--- src/hdl/serial_frame_parser_three_mode_assert.svh ---
// ----------------------------------------------------------------------------
// Serial frame parser assertion macros
// Shorthand for clocked implication checks with asynchronous reset disable.
// ----------------------------------------------------------------------------
`ifndef SERIAL_FRAME_PARSER_THREE_MODE_ASSERT_SVH
`define SERIAL_FRAME_PARSER_THREE_MODE_ASSERT_SVH

// Same-cycle implication
`define SFP_ASSERT_SAME(label, clk, rst_n, ante, cons) \
  label: assert property (@(posedge clk) disable iff (!rst_n) (ante) |-> (cons)) \
    else $error("sfp: same-cycle check failed");

// Next-cycle implication
`define SFP_ASSERT_NEXT(label, clk, rst_n, ante, cons) \
  label: assert property (@(posedge clk) disable iff (!rst_n) (ante) |=> (cons)) \
    else $error("sfp: next-cycle check failed");

`endif

--- src/hdl/sfp_pkg.sv ---
// ----------------------------------------------------------------------------
// Serial frame parser package
// Shared types, codes and constants for the three-format frame parser.
// ----------------------------------------------------------------------------
package sfp_pkg;

  // Limits of the frame formats
  localparam int unsigned DART_MAX_DATA    = 64;
  localparam int unsigned SERVO_MAX_PARAMS = 8;
  localparam int unsigned STORE_DEPTH      = 64;
  localparam int unsigned STORE_AW         = $clog2(STORE_DEPTH);

  localparam logic [7:0] SYNC_BYTE       = 8'h55;
  localparam logic [7:0] SERVO_LEN_MIN   = 8'd2;
  localparam logic [7:0] SERVO_LEN_MAX   = 8'd64;
  localparam logic [7:0] SERVO_ID_LEN_MIN = 8'd3;
  localparam logic [7:0] SERVO_ID_LEN_MAX = 8'd11;
  localparam logic [6:0] POS_LIMIT       = 7'd64;

  // Protocol mode register codes
  localparam logic [1:0] MODE_SERVO    = 2'd0;
  localparam logic [1:0] MODE_SERVO_ID = 2'd1;
  localparam logic [1:0] MODE_DART     = 2'd2;

  // Parser phase
  typedef enum logic [2:0] {
    PH_HEADER = 3'd0,
    PH_ID     = 3'd1,
    PH_LENGTH = 3'd2,
    PH_CMD    = 3'd3,
    PH_DATA   = 3'd4,
    PH_CHECK  = 3'd5
  } phase_e;

  // Emitter sequencer state
  typedef enum logic [1:0] {
    EM_IDLE = 2'd0,
    EM_READ = 2'd1,
    EM_SEND = 2'd2
  } em_state_e;

  // Payload store write port
  typedef struct packed {
    logic                we;
    logic [STORE_AW-1:0] addr;
    logic [7:0]          data;
  } store_wr_t;

  // Frame emission request
  typedef struct packed {
    logic       start;
    logic [7:0] device_id;
    logic [7:0] length_field;
    logic [7:0] command_code;
    logic [6:0] payload_count;
  } emit_req_t;

  // "DART" header characters
  function automatic logic [7:0] dart_magic(input logic [1:0] pos);
    logic [7:0] ch;
    unique case (pos)
      2'd0:    ch = 8'h44;
      2'd1:    ch = 8'h41;
      2'd2:    ch = 8'h52;
      default: ch = 8'h54;
    endcase
    return ch;
  endfunction

endpackage

--- src/hdl/sfp_rx_if.sv ---
// ----------------------------------------------------------------------------
// Received byte channel
// Valid/ready channel carrying one serial byte per transaction.
// ----------------------------------------------------------------------------
interface sfp_rx_if;
  logic       valid;
  logic       ready;
  logic [7:0] rx_byte;

  modport source (output valid, output rx_byte, input ready);
  modport sink   (input valid, input rx_byte, output ready);
endinterface

--- src/hdl/sfp_res_if.sv ---
// ----------------------------------------------------------------------------
// Frame result channel
// Valid/ready channel carrying one payload result per transaction.
// ----------------------------------------------------------------------------
interface sfp_res_if;
  logic       valid;
  logic       ready;
  logic [7:0] device_id;
  logic [7:0] length_field;
  logic [7:0] command_code;
  logic [6:0] payload_count;
  logic       payload_valid;
  logic [5:0] payload_index;
  logic [7:0] payload_value;
  logic       last_of_frame;

  modport source (
    output valid, output device_id, output length_field, output command_code,
    output payload_count, output payload_valid, output payload_index,
    output payload_value, output last_of_frame, input ready
  );
  modport sink (
    input valid, input device_id, input length_field, input command_code,
    input payload_count, input payload_valid, input payload_index,
    input payload_value, input last_of_frame, output ready
  );
endinterface

--- src/hdl/sfp_emitter.sv ---
// ----------------------------------------------------------------------------
// Frame emitter
// Payload store plus a sequencer that replays a checked frame as results.
// ----------------------------------------------------------------------------
module sfp_emitter (
  input  logic                  clk_i,
  input  logic                  rst_ni,
  input  sfp_pkg::store_wr_t    wr_i,
  input  sfp_pkg::emit_req_t    req_i,
  output logic                  busy_o,
  sfp_res_if.source             res_o
);
  import sfp_pkg::*;

  logic [7:0] store_q [STORE_DEPTH];
  logic [7:0] rd_q;

  em_state_e state_q, state_d;
  logic [STORE_AW-1:0] idx_q, idx_d;
  emit_req_t hdr_q;

  logic       out_valid_q, out_valid_d;
  logic [7:0] out_id_q, out_len_q, out_cmd_q, out_val_q;
  logic [6:0] out_cnt_q;
  logic       out_pv_q, out_last_q;
  logic [5:0] out_idx_q;

  logic load;
  logic last_item;
  logic slot_free;

  // Payload store: written by the parser, read one entry per result
  always_ff @(posedge clk_i) begin
    if (wr_i.we) begin
      store_q[wr_i.addr] <= wr_i.data;
    end
    if (state_q == EM_READ) begin
      rd_q <= store_q[idx_q];
    end
  end

  assign slot_free = !out_valid_q || res_o.ready;
  assign last_item = (hdr_q.payload_count == 7'd0) ||
                     (({1'b0, idx_q} + 7'd1) == hdr_q.payload_count);

  // Sequencer next state
  always_comb begin
    state_d     = state_q;
    idx_d       = idx_q;
    load        = 1'b0;
    out_valid_d = out_valid_q && !res_o.ready;
    unique case (state_q)
      EM_IDLE: begin
        if (req_i.start) begin
          idx_d   = '0;
          state_d = (req_i.payload_count == 7'd0) ? EM_SEND : EM_READ;
        end
      end
      EM_READ: begin
        state_d = EM_SEND;
      end
      EM_SEND: begin
        if (slot_free) begin
          load        = 1'b1;
          out_valid_d = 1'b1;
          if (last_item) begin
            state_d = EM_IDLE;
          end else begin
            idx_d   = idx_q + 1'b1;
            state_d = EM_READ;
          end
        end
      end
      default: begin
        state_d = EM_IDLE;
      end
    endcase
  end

  // Control registers
  always_ff @(posedge clk_i or negedge rst_ni) begin
    if (!rst_ni) begin
      state_q     <= EM_IDLE;
      idx_q       <= '0;
      out_valid_q <= 1'b0;
    end else begin
      state_q     <= state_d;
      idx_q       <= idx_d;
      out_valid_q <= out_valid_d;
    end
  end

  // Frame header latch and output slot
  always_ff @(posedge clk_i) begin
    if (state_q == EM_IDLE && req_i.start) begin
      hdr_q <= req_i;
    end
    if (load) begin
      out_id_q   <= hdr_q.device_id;
      out_len_q  <= hdr_q.length_field;
      out_cmd_q  <= hdr_q.command_code;
      out_cnt_q  <= hdr_q.payload_count;
      out_pv_q   <= (hdr_q.payload_count != 7'd0);
      out_idx_q  <= idx_q;
      out_val_q  <= (hdr_q.payload_count != 7'd0) ? rd_q : 8'd0;
      out_last_q <= last_item;
    end
  end

  assign busy_o              = (state_q != EM_IDLE);
  assign res_o.valid         = out_valid_q;
  assign res_o.device_id     = out_id_q;
  assign res_o.length_field  = out_len_q;
  assign res_o.command_code  = out_cmd_q;
  assign res_o.payload_count = out_cnt_q;
  assign res_o.payload_valid = out_pv_q;
  assign res_o.payload_index = out_idx_q;
  assign res_o.payload_value = out_val_q;
  assign res_o.last_of_frame = out_last_q;

endmodule

--- src/hdl/serial_frame_parser_three_mode.sv ---
// ----------------------------------------------------------------------------
// Serial frame parser, three formats
// One byte is taken per cycle, but input is held off while a frame's results
// are replayed. Each result takes a payload store read and then a load into
// the output slot, which waits for a free slot; an empty payload skips the read.
// Reset: DART format, header search; the payload store is not cleared.
// ----------------------------------------------------------------------------
module serial_frame_parser_three_mode (
  input  logic       clk_i,
  input  logic       rst_ni,
  input  logic       cfg_we_i,
  input  logic [1:0] cfg_wdata_i,
  sfp_rx_if.sink     rx_i,
  sfp_res_if.source  res_o
);
  import sfp_pkg::*;

  `include "serial_frame_parser_three_mode_assert.svh"

  logic [1:0] mode_q, mode_d;
  phase_e     phase_q, phase_d;
  logic [6:0] pos_q, pos_d;
  logic [7:0] id_q, id_d;
  logic [7:0] len_q, len_d;
  logic [7:0] cmd_q, cmd_d;
  logic [7:0] sum_q, sum_d;

  logic       em_busy;
  emit_req_t  req;
  store_wr_t  wr;

  logic       rx_fire;
  logic       drop;
  logic [1:0] mode_eff;
  logic [7:0] b;
  logic [7:0] plen;
  logic [6:0] pay_n;
  logic [7:0] sum_add;
  logic [7:0] pos_inc;
  logic [7:0] pos_ext;

  assign rx_i.ready = !em_busy;
  assign rx_fire    = rx_i.valid && rx_i.ready;
  assign b          = rx_i.rx_byte;
  assign mode_eff   = (mode_q == MODE_SERVO || mode_q == MODE_SERVO_ID) ? mode_q : MODE_DART;

  // Shared byte adder for the running checksum
  assign sum_add = sum_q + b;
  assign pos_ext = {1'b0, pos_q};
  assign pos_inc = pos_ext + 8'd1;

  // Payload length from the held length byte
  always_comb begin
    unique case (mode_eff)
      MODE_SERVO:    plen = (len_q >= SERVO_LEN_MIN) ? len_q - SERVO_LEN_MIN : 8'd0;
      MODE_SERVO_ID: plen = (len_q >= SERVO_ID_LEN_MIN) ? len_q - SERVO_ID_LEN_MIN : 8'd0;
      default:       plen = len_q;
    endcase
    pay_n = (plen > {1'b0, POS_LIMIT}) ? POS_LIMIT : plen[6:0];
  end

  // Parser next state
  always_comb begin
    mode_d  = mode_q;
    phase_d = phase_q;
    pos_d   = pos_q;
    id_d    = id_q;
    len_d   = len_q;
    cmd_d   = cmd_q;
    sum_d   = sum_q;
    drop    = 1'b0;
    wr      = '0;
    req     = '0;
    req.device_id     = (mode_eff == MODE_SERVO_ID) ? id_q : 8'd0;
    req.length_field  = len_q;
    req.command_code  = (mode_eff == MODE_DART) ? 8'd0 : cmd_q;
    req.payload_count = pay_n;
    wr.addr = pos_q[STORE_AW-1:0];
    wr.data = b;

    if (cfg_we_i) begin
      mode_d = cfg_wdata_i;
      drop   = 1'b1;
    end else if (rx_fire) begin
      if (mode_eff == MODE_DART) begin
        // DART framing
        unique case (phase_q)
          PH_HEADER: begin
            if (pos_q < 7'd4 && b == dart_magic(pos_q[1:0])) begin
              if (pos_inc == 8'd4) begin
                phase_d = PH_LENGTH;
                pos_d   = '0;
              end else begin
                pos_d = pos_inc[6:0];
              end
            end else begin
              drop = 1'b1;
            end
          end
          PH_LENGTH: begin
            len_d = b;
            if (b <= 8'(DART_MAX_DATA)) begin
              phase_d = (b == 8'd0) ? PH_CHECK : PH_DATA;
              pos_d   = '0;
              sum_d   = '0;
            end else begin
              drop = 1'b1;
            end
          end
          PH_DATA: begin
            if (pos_ext < len_q && pos_q < POS_LIMIT) begin
              wr.we = 1'b1;
              sum_d = sum_add;
              pos_d = pos_inc[6:0];
              if (pos_inc >= len_q) begin
                phase_d = PH_CHECK;
                pos_d   = '0;
              end
            end else begin
              drop = 1'b1;
            end
          end
          PH_CHECK: begin
            if (~sum_q == b) begin
              req.start = 1'b1;
              phase_d   = PH_HEADER;
              pos_d     = '0;
            end else begin
              drop = 1'b1;
            end
          end
          default: begin
            drop = 1'b1;
          end
        endcase
      end else begin
        // Servo framing
        unique case (phase_q)
          PH_HEADER: begin
            if (pos_q == 7'd0) begin
              if (b == SYNC_BYTE) begin
                pos_d = 7'd1;
              end
            end else if (pos_q == 7'd1 && b == SYNC_BYTE) begin
              phase_d = (mode_eff == MODE_SERVO_ID) ? PH_ID : PH_LENGTH;
              pos_d   = '0;
              sum_d   = '0;
            end else begin
              drop = 1'b1;
            end
          end
          PH_ID: begin
            if (mode_eff == MODE_SERVO_ID) begin
              id_d    = b;
              sum_d   = b;
              phase_d = PH_LENGTH;
            end else begin
              drop = 1'b1;
            end
          end
          PH_LENGTH: begin
            len_d = b;
            if ((mode_eff == MODE_SERVO && b >= SERVO_LEN_MIN && b <= SERVO_LEN_MAX) ||
                (mode_eff == MODE_SERVO_ID && b >= SERVO_ID_LEN_MIN &&
                 b <= SERVO_ID_LEN_MAX)) begin
              sum_d   = sum_add;
              phase_d = PH_CMD;
            end else begin
              drop = 1'b1;
            end
          end
          PH_CMD: begin
            cmd_d = b;
            sum_d = sum_add;
            pos_d = '0;
            if (plen != 8'd0) begin
              phase_d = PH_DATA;
            end else if (mode_eff == MODE_SERVO_ID) begin
              phase_d = PH_CHECK;
            end else begin
              req.command_code = b;
              req.start        = 1'b1;
              phase_d          = PH_HEADER;
            end
          end
          PH_DATA: begin
            if (pos_ext < plen && pos_ext < 8'(SERVO_MAX_PARAMS)) begin
              wr.we = 1'b1;
              sum_d = sum_add;
              pos_d = pos_inc[6:0];
              if (pos_inc >= plen) begin
                if (mode_eff == MODE_SERVO_ID) begin
                  phase_d = PH_CHECK;
                end else begin
                  req.start = 1'b1;
                  phase_d   = PH_HEADER;
                  pos_d     = '0;
                end
              end
            end else begin
              drop = 1'b1;
            end
          end
          PH_CHECK: begin
            if (mode_eff == MODE_SERVO_ID && ~sum_q == b) begin
              req.start = 1'b1;
              phase_d   = PH_HEADER;
              pos_d     = '0;
            end else begin
              drop = 1'b1;
            end
          end
          default: begin
            drop = 1'b1;
          end
        endcase
      end
    end

    // Frame dropped: back to header search
    if (drop) begin
      phase_d = PH_HEADER;
      pos_d   = '0;
      id_d    = '0;
      len_d   = '0;
      cmd_d   = '0;
      sum_d   = '0;
    end
  end

  // Parser registers
  always_ff @(posedge clk_i or negedge rst_ni) begin
    if (!rst_ni) begin
      mode_q  <= MODE_DART;
      phase_q <= PH_HEADER;
      pos_q   <= '0;
      id_q    <= '0;
      len_q   <= '0;
      cmd_q   <= '0;
      sum_q   <= '0;
    end else begin
      mode_q  <= mode_d;
      phase_q <= phase_d;
      pos_q   <= pos_d;
      id_q    <= id_d;
      len_q   <= len_d;
      cmd_q   <= cmd_d;
      sum_q   <= sum_d;
    end
  end

  // Payload store and result sequencer
  sfp_emitter u_emitter (
    .clk_i  (clk_i),
    .rst_ni (rst_ni),
    .wr_i   (wr),
    .req_i  (req),
    .busy_o (em_busy),
    .res_o  (res_o)
  );

  // Checks
  `SFP_ASSERT_SAME(a_start_on_byte, clk_i, rst_ni, req.start, rx_fire)
  `SFP_ASSERT_NEXT(a_hold_after_start, clk_i, rst_ni, req.start, !rx_i.ready)
  `SFP_ASSERT_SAME(a_pos_in_store, clk_i, rst_ni, phase_q == PH_DATA, pos_q < POS_LIMIT)

endmodule

--- src/flat_wrapper.sv ---
// flat-port wrapper written by rule: the top's interface ports become plain ports
module serial_frame_parser_three_mode_flat import sfp_pkg::*;
  (clk_i, rst_ni, cfg_we_i, cfg_wdata_i, rx_i_valid, rx_i_rx_byte, rx_i_ready, res_o_valid, res_o_device_id, res_o_length_field, res_o_command_code, res_o_payload_count, res_o_payload_valid, res_o_payload_index, res_o_payload_value, res_o_last_of_frame, res_o_ready);
  sfp_rx_if rx_i_i ();
  sfp_res_if res_o_i ();
  input  logic clk_i;
  input  logic rst_ni;
  input  logic cfg_we_i;
  input  logic [1:0] cfg_wdata_i;
  input wire logic [$bits(rx_i_i.valid)-1:0] rx_i_valid;
  input wire logic [$bits(rx_i_i.rx_byte)-1:0] rx_i_rx_byte;
  output wire logic [$bits(rx_i_i.ready)-1:0] rx_i_ready;
  output wire logic [$bits(res_o_i.valid)-1:0] res_o_valid;
  output wire logic [$bits(res_o_i.device_id)-1:0] res_o_device_id;
  output wire logic [$bits(res_o_i.length_field)-1:0] res_o_length_field;
  output wire logic [$bits(res_o_i.command_code)-1:0] res_o_command_code;
  output wire logic [$bits(res_o_i.payload_count)-1:0] res_o_payload_count;
  output wire logic [$bits(res_o_i.payload_valid)-1:0] res_o_payload_valid;
  output wire logic [$bits(res_o_i.payload_index)-1:0] res_o_payload_index;
  output wire logic [$bits(res_o_i.payload_value)-1:0] res_o_payload_value;
  output wire logic [$bits(res_o_i.last_of_frame)-1:0] res_o_last_of_frame;
  input wire logic [$bits(res_o_i.ready)-1:0] res_o_ready;
  assign rx_i_i.valid = rx_i_valid;
  assign rx_i_i.rx_byte = rx_i_rx_byte;
  assign rx_i_ready = rx_i_i.ready;
  assign res_o_valid = res_o_i.valid;
  assign res_o_device_id = res_o_i.device_id;
  assign res_o_length_field = res_o_i.length_field;
  assign res_o_command_code = res_o_i.command_code;
  assign res_o_payload_count = res_o_i.payload_count;
  assign res_o_payload_valid = res_o_i.payload_valid;
  assign res_o_payload_index = res_o_i.payload_index;
  assign res_o_payload_value = res_o_i.payload_value;
  assign res_o_last_of_frame = res_o_i.last_of_frame;
  assign res_o_i.ready = res_o_ready;
  serial_frame_parser_three_mode u_core (.clk_i(clk_i), .rst_ni(rst_ni), .cfg_we_i(cfg_we_i), .cfg_wdata_i(cfg_wdata_i), .rx_i(rx_i_i), .res_o(res_o_i));
endmodule
--- config.mk ---
export PLATFORM = sky130hd
export DESIGN_NAME = serial_frame_parser_three_mode_flat
export DESIGN_NICKNAME = d
export VERILOG_FILES = /design/src/hdl/sfp_pkg.sv /design/src/hdl/sfp_rx_if.sv /design/src/hdl/sfp_res_if.sv /design/src/hdl/sfp_emitter.sv /design/src/hdl/serial_frame_parser_three_mode.sv /design/src/flat_wrapper.sv
export VERILOG_INCLUDE_DIRS = /design/src /design/src/hdl
export SDC_FILE = /design/constraint.sdc
export NUM_CORES = 1
export LEC_CHECK = 0
export BUFFER_PORTS_ARGS = -buffer_cell sky130_fd_sc_hd__buf_2
export CAP_MARGIN = 20
export CORE_MARGIN = 2
export CORE_UTILIZATION = 40
export DETAILED_ROUTE_END_ITERATION = 10
export SYNTH_ARGS = -nofsm -noshare
export SYNTH_HDL_FRONTEND = slang
export SYNTH_HIERARCHICAL = 1
export SYNTH_SLANG_ARGS = --single-unit
--- constraint.sdc ---
create_clock -name clk_i -period 6.46 [get_ports clk_i]
set_input_delay 0.323 -clock clk_i [delete_from_list [all_inputs] [get_ports clk_i]]
set_output_delay 0.323 -clock clk_i [all_outputs]
set_load 0.1 [all_outputs]
==> parameters.txt <==
Parameter                              Value

Synth
  Fraction of post-synthesis cell area in the top cell type by area    64.5%
  Cell area after technology mapping    27800 sq um
  Sequential fraction of the synthesis area    69.3%
  Commonest cells in the synthesized netlist    sky130_fd_sc_hd__edfxtp_1, sky130_fd_sc_hd__mux4_2, sky130_fd_sc_hd__nor2_1
  Number of distinct library cells after synthesis    84
  Yosys warnings    6
  Cell types occupying the most area after synthesis    sky130_fd_sc_hd__edfxtp_1, sky130_fd_sc_hd__mux4_2, sky130_fd_sc_hd__dfrtp_1
  Post-synthesis average cell area    17.1 sq um
  Synth Register Bits    651
  Count leader, synth    sky130_fd_sc_hd__edfxtp_1
  Net count after synthesis    1693
  EDFF count, synth    598
  Proportion of synthesized flip-flops having asynchronous set or reset    8.14%
  Synth Instances    1630
  Most common flop cell mapped by yosys    sky130_fd_sc_hd__edfxtp_1
  Top cell type by total area after synthesis    sky130_fd_sc_hd__edfxtp_1

CTS
  Clock tree from TritonCTS    built
  CTS buffer count    68
  Clock input transition at the sequential cells of the worst setup and hold paths    0.06 ns
  Clock root buffer    sky130_fd_sc_hd__clkbuf_16
  H-Tree Depth    3
  CTS sink count    651
  Maximum buffer depth of the clock tree    3
  Worst skew pair latency    0.61 ns
  Number of setup buffers added after CTS    0

Global routing
  First-pass GRT wire length    98.7 mm
  Overflow after GRT    0
  Via count of the first global-routing pass    15179
  Initial antenna violation count    3
  Largest net degree at the start of global routing    76
  Total routing resource utilization after global routing    18.6%

Place
  Port Buffers    63
  Post-placement cell area    29300 sq um
  HPWL reported at the end of detailed placement    42.0 mm
  Routability-driven placement congestion ratio    0.865

Finish
  Number of nets in the final layout    1789
  Post-route core utilization    45.8%
  Number of inserted filler cells in the final layout    5939
  Area growth from synthesis to final layout    13.1%
  Share of layout cells above drive strength 1    21.4%
  Final design instance area without fill    31500 sq um

Timing
  Total count of hold-check failures in the final report    0
  Setup TNS    0 ns
  Largest clock skew in the final design    0.0224 ns
  Post-route minimum period    5.87 ns
  Slew @ Worst Pin    1.00 ns
  Ratio of final minimum period to clock period    90.9%
  Unrepaired setup endpoints after global routing    false
  Relative max-transition margin    32.9%
  # setup viols final    0
  Final-report max-slew violation count    0
  Maximum clock rate    0.170 GHz

Power and ir drop
  Share of power burned in combinational logic    29.8%
  Switch share    33.9%
  Pint    8460 uW
  Power density normalized to cell area    406 nW/um^2
  Pleak    0.0104 uW
  Share of power burned in registers    41.0%
  Fraction of power consumed by the clock network    29.3%
  Power spent charging and discharging nets    4340 uW
  Overall power of the completed layout    12800 uW
  Largest vdd supply drop    0.000249 V

Critical path
  Worst Setup Path Type    register to register
  Critical path endpoint category    register
  Startpoint Class    register
  Required time of the critical path    6.72 ns
  Worst EP arrival    6.14 ns
  Worst Path Max Fanout    31

Die
  Number of standard-cell rows in the floorplan    96
  X dimension of the die    268 microns
  Starting Density    40.5%
  Area of the core    68700 sq um
  Area of the die    71700 sq um
  Count of boundary I/O pins    64
  Die Y    268 microns

Drt
  Detailed-route wire length    66.3 mm
  Residual DRC    0
  Number of iterations in the first detailed-routing pass    5
  Remaining antenna violation count    0
  Number of DRC markers after the initial detailed-route iteration    1434
  Overall via count from detail_route    15334
  Detailed-route wire length per cell    24.5 microns
  Vias per Instance    5.66

Hold path
  Classification of the worst-slack hold path    input pin to register

Job
  Number of violations of the max-capacitance limit    0

Run status
  Result of the run    completed
==> worst paths after layout <==
kind | from | endpoint | slack (ns) | depth (start not counted)
setup / recovery | u_core/len_q[2]$_DFFE_PN0P_ | u_core/u_emitter/hdr_q[26]$_DFFE_PP_ | 0.59 | 18
hold / removal | cfg_we_i | u_core/mode_q[1]$_DFFE_PN1P_ | 0.02 | 3
setup reg to reg | u_core/len_q[2]$_DFFE_PN0P_ | u_core/u_emitter/hdr_q[26]$_DFFE_PP_ | 0.59 | 18
hold reg to reg | u_core/u_emitter/hdr_q[18]$_DFFE_PP_ | u_core/u_emitter/res_o.length_field[3]$_DFFE_PP_ | 0.42 | 0
max in group asynchronous | rst_ni | u_core/u_emitter/idx_q[1]$_DFFE_PN0P_ | 5.50 | 3
min in group asynchronous | rst_ni | u_core/u_emitter/state_q[0]$_DFFE_PN0P_ | 0.40 | 3
==> state kept, by name, indices dropped and copies added (netlist names) <==
name and count:
u_core/u_emitter/state_q 2, u_core/u_emitter/idx_q 6, u_core/u_emitter/store_q 512, u_core/u_emitter/res_o.last_of_frame 1
u_core/id_q 8, u_core/u_emitter/res_o.device_id 8, u_core/pos_q 7, u_core/u_emitter/hdr_q 31
u_core/u_emitter/res_o.payload_valid 1, u_core/phase_q 3, u_core/u_emitter/res_o.payload_count 7, u_core/u_emitter/res_o.payload_index 6
u_core/u_emitter/res_o.valid 1, u_core/sum_q 8, u_core/u_emitter/res_o.command_code 8, u_core/cmd_q 8
u_core/len_q 8, u_core/u_emitter/res_o.payload_value 8, u_core/mode_q 2, u_core/u_emitter/rd_q 8
u_core/u_emitter/res_o.length_field 8
==> per-layer routing <==
layer | global-route usage [%] | wire (microns)
met2 | 30.7 | 33100
met5 | 0 | 0
met4 | 5.31 | 1050
met3 | 2.80 | 3180
met1 | 25.6 | 28900
==> logic make-up (layout without fill, tap and decap cells) <==
logic type                 after synthesis  after routing  synth area share (%)
AOI/OAI and AO/OA                      269            269                  7.06
xor gates and xnor gates                19             19                 0.598
adders and majority gates               48             48                  2.18
buffers and inverters                  131            276                  2.22
DFF                                    651            651                  69.3
muxes                                  184            184                  12.6
other                                    0              2                     0
and+or+nand+nor                        328            328                  6.08
==> worst max-delay path, stage by stage, from the launching register on <==
cell,delay (ns)
sky130_fd_sc_hd__dfrtp_1,0.52
sky130_fd_sc_hd__inv_1,0.20
sky130_fd_sc_hd__ha_1,0.23
sky130_fd_sc_hd__a2111oi_0,0.61
sky130_fd_sc_hd__a211oi_1,0.13
sky130_fd_sc_hd__o31ai_1,0.34
sky130_fd_sc_hd__o21a_1,0.27
sky130_fd_sc_hd__ha_1,0.28
sky130_fd_sc_hd__a2111o_1,0.41
sky130_fd_sc_hd__o22ai_1,0.24
sky130_fd_sc_hd__o31ai_1,0.15
sky130_fd_sc_hd__or3b_2,0.49
sky130_fd_sc_hd__a21o_1,0.18
sky130_fd_sc_hd__a21oi_1,0.30
sky130_fd_sc_hd__nor2_1,0.09
sky130_fd_sc_hd__a211oi_2,0.35
sky130_fd_sc_hd__nand2_1,0.23
sky130_fd_sc_hd__inv_1,0.09
sky130_fd_sc_hd__buf_4,0.36
==> repair_timing <==
| item | CTS | global route |
|---|---|---|
| setup endpoints to repair | 0 | 31 |
| gates resized for setup | 0 | 2 |
| hold buffers | 3 | 0 |
| hold endpoints to repair | 54 | 0 |
==> power groups by stage <==
stage	clock [uW]	sequential (uW)	combinational, uW
floorplan	0	5640	2560
global placement	0	5320	3820
detailed placement	0	5330	3830
CTS	3830	5240	3840
global route	3980	5280	4090
finish	3740	5240	3810
==> per-stage QoR <==
| stage | std cells | setup slack (ns) | hold slack, ns |
|---|---|---|---|
| after floorplan | 1630 | 1.20 | 0.0274 |
| after global placement | 2584 | 0.551 | 0.403 |
| after detailed placement | 2584 | 0.457 | 0.406 |
| after CTS | 2706 | 0.427 | 0.00664 |
| after global routing | 2707 | 0.199 | 0.0303 |
| final | 2708 | 0.589 | 0.0234 |
==> cell type report <==
| type | count | area (sq um) | area share [%] |
|---|---|---|---|
| Multi-Input combinational cell | 848 | 7950 | 25.3 |
| Sequential cell | 651 | 19300 | 61.3 |
| Clock buffer | 83 | 1810 | 5.75 |
| Clock inverter | 36 | 333 | 1.06 |
| Tap cell | 931 | 1160 | 3.70 |
| Antenna cell | 2 | 5.00 | 0.0159 |
| Inverter | 35 | 131 | 0.417 |
| Timing Repair Buffer | 122 | 778 | 2.47 |
==> placed cells by master, fill, tap and decap left out, types with 12 or more instances in the layout <==
| cell | instances |
|---|---|
| sky130_fd_sc_hd__edfxtp_1 | 598 |
| sky130_fd_sc_hd__mux4_2 | 127 |
| sky130_fd_sc_hd__nor2_1 | 107 |
| sky130_fd_sc_hd__clkbuf_16 | 69 |
| sky130_fd_sc_hd__buf_2 | 63 |
| sky130_fd_sc_hd__buf_4 | 55 |
| sky130_fd_sc_hd__nand2_1 | 50 |
| sky130_fd_sc_hd__dfrtp_1 | 49 |
| sky130_fd_sc_hd__mux2i_1 | 47 |
| sky130_fd_sc_hd__ha_1 | 47 |
| sky130_fd_sc_hd__a21oi_1 | 35 |
| sky130_fd_sc_hd__inv_1 | 34 |
| sky130_fd_sc_hd__o21ai_0 | 25 |
| sky130_fd_sc_hd__and2_1 | 22 |
| sky130_fd_sc_hd__nor2b_1 | 21 |
| sky130_fd_sc_hd__nand3_1 | 21 |
| sky130_fd_sc_hd__o22ai_1 | 21 |
| sky130_fd_sc_hd__clkinv_1 | 15 |
| sky130_fd_sc_hd__nor3_1 | 15 |
| sky130_fd_sc_hd__a22oi_1 | 15 |
| sky130_fd_sc_hd__o21ai_1 | 15 |
| sky130_fd_sc_hd__a32o_1 | 15 |
| sky130_fd_sc_hd__nand2b_1 | 14 |
| sky130_fd_sc_hd__a211oi_1 | 14 |
| sky130_fd_sc_hd__xnor2_1 | 13 |
| sky130_fd_sc_hd__o211ai_1 | 12 |
Power figures use the tool's default switching activity.
